**config.mk**
```make
export PLATFORM = sky130hd
export DESIGN_NAME = rwpm_cell
export DESIGN_NICKNAME = d
export VERILOG_FILES = /design/src/rtl/rwpm_pkg.sv /design/src/rtl/rwpm_cell.sv
export SDC_FILE = /design/constraint.sdc
export NUM_CORES = 1
export LEC_CHECK = 0
export ABC_CLOCK_PERIOD_IN_PS = 10700
export BUFFER_PORTS_ARGS = -buffer_cell sky130_fd_sc_hd__buf_2
export CORE_MARGIN = 5
export CORE_UTILIZATION = 52
export DETAILED_ROUTE_END_ITERATION = 12
export PLACE_DENSITY = 0.87
export SYNTH_ARGS = -nofsm -noshare
export SYNTH_HDL_FRONTEND = slang
export SYNTH_SLANG_ARGS = --single-unit
```
**constraint.sdc**
```tcl
create_clock -name clk -period 10.7 [get_ports clk]
set_input_delay 0.535 -clock clk [delete_from_list [all_inputs] [get_ports clk]]
set_output_delay 0.535 -clock clk [all_outputs]
set_load 0.05 [all_outputs]
```
**src/rtl/rwpm_pkg.sv**
```systemverilog
`timescale 1ns / 1ps

package rwpm_pkg;

  // Default ring capacity
  localparam int RWPM_MAX_N = 1024;

  // Fixed field widths
  localparam int VALUE_W = 32;
  localparam int LEN_W   = 11;
  localparam int BEST_W  = 33;

  // Deque key v(p)-p: a 32-bit value minus a position of PW bits
  localparam int KEY_W  = 33;
  // Pair sum v(i) + i + key before truncation to the result width
  localparam int CAND_W = KEY_W + 2;

  // Ring length after reset, and the smallest usable length
  localparam logic [LEN_W-1:0] RING_LEN_RST = LEN_W'(2);
  localparam logic [LEN_W-1:0] RING_LEN_MIN = LEN_W'(2);

  // Per-step control broadcast to every deque cell
  typedef struct packed {
    logic clear;  // empty the deque before a walk
    logic step;   // one walk step: optional pop, then push
    logic pop;    // head entry has left the window
  } rwpm_ctl_t;

endpackage

```
**src/rtl/rwpm_cell.sv**
```systemverilog
`timescale 1ns / 1ps

module rwpm_cell
  import rwpm_pkg::*;
#(
  parameter int PW = 12
) (
  input  logic                    clk,
  input  logic                    rst_n,
  input  rwpm_ctl_t               ctl,
  input  logic [PW-1:0]           new_pos,
  input  logic signed [KEY_W-1:0] new_key,
  input  logic                    left_cond,
  input  logic                    nb_vld,
  input  logic [PW-1:0]           nb_pos,
  input  logic signed [KEY_W-1:0] nb_key,
  output logic                    cond,
  output logic                    vld,
  output logic [PW-1:0]           pos,
  output logic signed [KEY_W-1:0] key
);

  logic                    vld_r;
  logic [PW-1:0]           pos_r;
  logic signed [KEY_W-1:0] key_r;

  logic                    e_vld;
  logic [PW-1:0]           e_pos;
  logic signed [KEY_W-1:0] e_key;

  // Entry after the head pop: take the neighbor toward the tail
  always_comb begin
    if (ctl.pop) begin
      e_vld = nb_vld;
      e_pos = nb_pos;
      e_key = nb_key;
    end else begin
      e_vld = vld_r;
      e_pos = pos_r;
      e_key = key_r;
    end
  end

  // Entry is empty or dominated by the incoming key
  assign cond = !e_vld || (e_key < new_key);

  // First dominated cell takes the new key, later dominated cells drop, the rest keep their entry
  always_ff @(posedge clk) begin
    if (!rst_n) begin
      vld_r <= 1'b0;
    end else if (ctl.clear) begin
      vld_r <= 1'b0;
    end else if (ctl.step) begin
      if (cond && !left_cond) begin
        vld_r <= 1'b1;
        pos_r <= new_pos;
        key_r <= new_key;
      end else if (cond) begin
        vld_r <= 1'b0;
      end else begin
        vld_r <= e_vld;
        pos_r <= e_pos;
        key_r <= e_key;
      end
    end
  end

  assign vld = vld_r;
  assign pos = pos_r;
  assign key = key_r;

endmodule

```
# Yosys cells after proc, flatten, opt, wreduce, memory -nomap -nowiden
# Cells that the tools add are included.
# word_totals
ff_bits	46
inputBits	97
output_inout_bits	47
word_cells	24
# classes
order_cmp	1
n_eq_ne	1
n_mux	9
bitwise	2
reduce_logical	8
# ops
operator	count
2-to-1 mux 33 bit	3
2-to-1 mux 12 bit	3
< comparator 33 bit	1
AND reduction 5 bit	1
AND reduction 4 bit	1
2-to-1 mux 1 bit	3
zero test 1 bit	2
!= test 2 x 1 -> 1 bit (second input constant)	1
inverter 1 bit	2
nonzero test 2 bit	1
OR reduction 2 bit	1
logical AND 1 bit	1
logical OR 1 bit	1

# Logic depth before layout (Yosys ltp)
# logic_depth
word_depth	6
mapped_depth	12
mapped_depth_nobuf	9

# Worst setup path after synthesis
# No wires, ideal clock.
# synth_path
path_kind	input -> register
start	input ctl[0] (netlist bit)
end	register key_r[0] (netlist: key[0]) (enable)
setup_time_ps	434
t_arrival_ps	4949
required_ps	10266
slack_ps	5317
stages	11
path_buffers	2
path_cell_list	buf_6 clkbuf_1 mux2_2 ha_1 a21oi_1 o21ai_0 a221o_1 a211o_1 or3_4 o21a_1 a21oi_1
# synth_between
elab_chain_len	6
word_cells_on_any_way	8
cone_classes	order compare: 1; eq/ne: 1; mux: 2; reduce/logical: 4
# synth_lines
element	line_no	source
start: declaration	rwpm_cell.sv:10	input rwpm_ctl_t ctl,
2-to-1 mux 33 bit / 2-to-1 mux 1 bit (equally long branches)	rwpm_cell.sv:33	if (ctl.pop) begin
< comparator 33 bit / zero test 1 bit (equally long branches)	rwpm_cell.sv:45	assign cond = !e_vld || (e_key < new_key);
logical OR 1 bit (*)	rwpm_cell.sv:45	
net cond	rwpm_cell.sv:17	output logic cond,
logical AND 1 bit	rwpm_cell.sv:54	if (cond && !left_cond) begin
!= test 2 x 1 -> 1 bit (no line) (*)	-	
AND reduction 4 bit (no line) (*)	-	
end signal: assignment	rwpm_cell.sv:57	key_r <= new_key;
end signal: assignment	rwpm_cell.sv:63	key_r <= e_key;
end: declaration	rwpm_cell.sv:25	logic signed [KEY_W-1:0] key_r;
# The timed path passes the listed nets; every way through them passes the cells marked *.
# A chain may end at the register's enable or synchronous reset.

# Final worst setup path
# layout_path
start	input ctl[0] (netlist bit)
end	register pos_r[8] (netlist: pos[8]) (enable)
# layout_between
elab_chain_len	6
word_cells_on_any_way	9
cone_classes	order compare: 1; eq/ne: 1; mux: 2; reduce/logical: 5
# layout_lines
element	line_no	source
2-to-1 mux 33 bit / 2-to-1 mux 1 bit (equally long branches)	rwpm_cell.sv:33	
< comparator 33 bit / zero test 1 bit (equally long branches)	rwpm_cell.sv:45	
logical OR 1 bit	rwpm_cell.sv:45	
logical AND 1 bit	rwpm_cell.sv:54	
!= test 2 x 1 -> 1 bit (no line) / nonzero test 2 bit (equally long branches)	-	
AND reduction 5 bit (no line) (*)	-	
end signal: assignment	rwpm_cell.sv:56	pos_r <= new_pos;
end signal: assignment	rwpm_cell.sv:62	pos_r <= e_pos;
end: declaration	rwpm_cell.sv:24	logic [PW-1:0] pos_r;
# Every way passes the cells marked *; elsewhere a longest branch is shown, timed or not.

==> out/qor.csv <==
metric;value;unit
status;complete, no violations;
Final Hold Fails;0;
maximum fanout along the worst path;35;
hold_buf cts;0;
Num CTS Buffers;5;
Pwr per Cell Area;108;nW/µm²
FILL cells;475;
vias in the first global route;2546;
Rows;29;
vias per cell;5.20;
synthesized instance count;263;
Clock Skew;5.10;ps
Async S/R FF share, synth;0;%
TNS Setup;0;ps
Slowest cell on crit path;o211ai_4;
CP peak stage delay;970;ps
Sw Share;30.3;%
CTS tree;done;
multi-input combinational cell area;1720;µm²
count of cell types in the netlist;33;
Most used DFF post-synth;edfxtp_1;
Synth Register Bits;46;
Core Region;6240;µm²
WL final;7190;µm
Comb power frac;27.4;%
Slew @ Worst Pin;1190;ps
GRT Total Usage;18.0;%
first-pass GRT wire length;11300;µm
1st-iter DRT viols;64;
reg2reg end;pos[8];
GPL Wtd Cong;0.779;
initial antenna violation count;1;
mean routed wirelength per cell;14.9;µm
worst skew pair latency;300;ps
synthesized cell area;3290;µm²
sequential share of the synthesized area;41.7;%
Pre-Repair DR Iteration Count;4;
critical path capture point type;flip-flop;
via count;2513;
Lkg Pwr;1.94;nW
Root Buffer;clkbuf_8;
# setup viols final;0;
fin util;66.3;%
largest net degree at the start of global routing;36;
Max H-tree Level;2;
maximum buffer depth of the clock tree;2;
P_sw;0.000135;W
Synth warnings;0;
antenna cells;0;
Max Slew Vio Count;0;
post-synth top area cell;edfxtp_1;
hold-critical path depth;2;
layout cells sized above 1;50.5;%
arrival time worst endpoint;4570;ps
Post-synth EDFFs;45;
drc violations;0;
Seq pwr share;46.6;%
grt total ovfl;0;
syn avg cell area;12.5;µm²
largest cells by area after synthesis;edfxtp_1 (41%), mux2_2 (13%), ha_1 (12%);
Syn Nets;392;
Routed Antenna Nets;0;
critical path class;input port to flip-flop;
area grow syn2layout;26.0;%
Setup crit start kind;input port;
Worst R2R Setup Slack;6590;ps
post-cts sizing count;0;
post-CTS setup buffers;0;
HPWL reported at the end of detailed placement;5860;µm
RSZ-0062 raised after global routing;false;
die area;8010;µm²
Final nets;534;
internal power;0.000312;W
chip height;89.5;µm
worst r2r src;key[32];
clock sinks;46;
Port-buffer cells;143;
Hold Crit Class;input port to flip-flop;
Max Cap Viol;0;
WP data required;10610;ps
max frequency;214;MHz
Initial Utilization;52.6;%
sink of the worst hold path;vld;
Hold WS;456;ps
CTS clk-pin slew, worst paths;100;ps
VDD IR max;83.7;µV
IO Pins;144;
period utilisation layout;43.6;%
crit-path cells;buf_2 > mux2_2 > ha_1 > nand4_1 > nor4_1 > a31o_1 > a211o_1 > a21oi_2 > o211ai_4 > o22ai_1;
share of the synthesized area in the top cell type;41.1;%
Storage cell area;1370;µm²
Die Wd;89.5;µm
max_slew headroom;20.4;%
worst hold start;ctl[1];
min Tclk post-route;4660;ps
r2r worst-path depth;9;
Clock Power Share;26.0;%
==> final cells by class <==
| class | instances | share of cell area (%) |
|---|---|---|
| timing repair buffer | 143 | 17.3 |
| clock inverter | 3 | 0.695 |
| inverter | 36 | 3.26 |
| multi-input combinational | 173 | 41.6 |
| clock buffer | 5 | 1.66 |
| sequential | 46 | 33.1 |
| tap | 77 | 2.33 |
==> through the flow <==
step | worst slack (ps) | total power, W | area, µm² | cells
after global routing | 5750 | 0.000472 | 4140 | 483
after detailed placement | 5650 | 0.000336 | 4040 | 475
after CTS | 5970 | 0.000453 | 4140 | 483
after global placement | 5760 | 0.000332 | 4040 | 475
final | 6040 | 0.000447 | 4140 | 483
after floorplan | 5320 | 0.000301 | 3290 | 263
==> power groups by stage <==
stage | Clock, W | Sequential [W] | Combinational [W]
4_1_cts | 0.000120 | 0.000208 | 0.000124
6_report | 0.000116 | 0.000208 | 0.000123
3_5_place_dp | 0 | 0.000213 | 0.000124
5_1_grt | 0.000127 | 0.000209 | 0.000136
2_1_floorplan | 0 | 0.000229 | 0.0000728
3_3_place_gp | 0 | 0.000212 | 0.000120
==> registers in the layout, indices dropped and copies added (netlist names) <==
name,flops
key,33
pos,12
vld,1
==> logic make-up after synthesis <==
family                     Yosys count  share of synthesized area [%]
AOI/OAI and AO/OA                   33                           6.89
adders and majority gates           32                           12.2
and+or+nand+nor                     29                           4.53
buffers and inverters               44                           6.17
DFF                                 46                           41.7
muxes                               79                           28.5
==> synthesized netlist by cell type, types with 2 or more instances <==
library cell,n
edfxtp_1,45
mux2_2,38
inv_1,36
ha_1,32
mux2_1,28
a21oi_1,15
mux2_4,10
nand2_1,10
nand4_1,7
buf_6,5
o21ai_0,5
nand3_1,4
clkbuf_1,3
nor2_1,3
mux2i_1,2
nor2b_1,2
nor4_1,2
==> routing by layer <==
layer  track usage [%]  share of wire, %  vias up
met4              3.92              0.33        2
met5                 0              0.18        -
met3              5.53               9.6        4
met1              22.4                41     1148
met2              30.7                49       94
li1                  -                 -     1265
==> worst max path at each step <==
stage | startpoint | endpoint | slack [ps] | cells past startpoint
floorplan | ctl[0] | key[0] | 5320 | 11
global placement | ctl[0] | pos[10] | 5760 | 10
detailed placement | ctl[0] | pos[6] | 5650 | 10
CTS | ctl[0] | pos[6] | 5970 | 10
global route | ctl[0] | pos[2] | 5750 | 10
finish | ctl[0] | pos[8] | 6040 | 10
==> placed cells by master (no fill, tap or decap), types with 2 or more instances in the layout <==
master and n:
a21oi_1 14, nand2_1 10, nand4_1 7, o21ai_0 5, mux2_1 28, clkbuf_8 5
mux2_4 10, edfxtp_1 45, ha_1 32, nor2b_1 2, nor2_1 3, nor4_1 2
mux2_2 38, mux2i_1 2, nand3_1 4, buf_2 143, inv_1 36
==> critical path: cells and delay by family <==
| family | cells | cell delay (ps) |
|---|---|---|
| adders and majority gates | 1 | 350 |
| and+or+nand+nor | 2 | 620 |
| buffers and inverters | 1 | 610 |
| muxes | 1 | 420 |
| AOI/OAI and AO/OA | 5 | 2020 |
No activity file was read; power rests on OpenSTA's default activity.
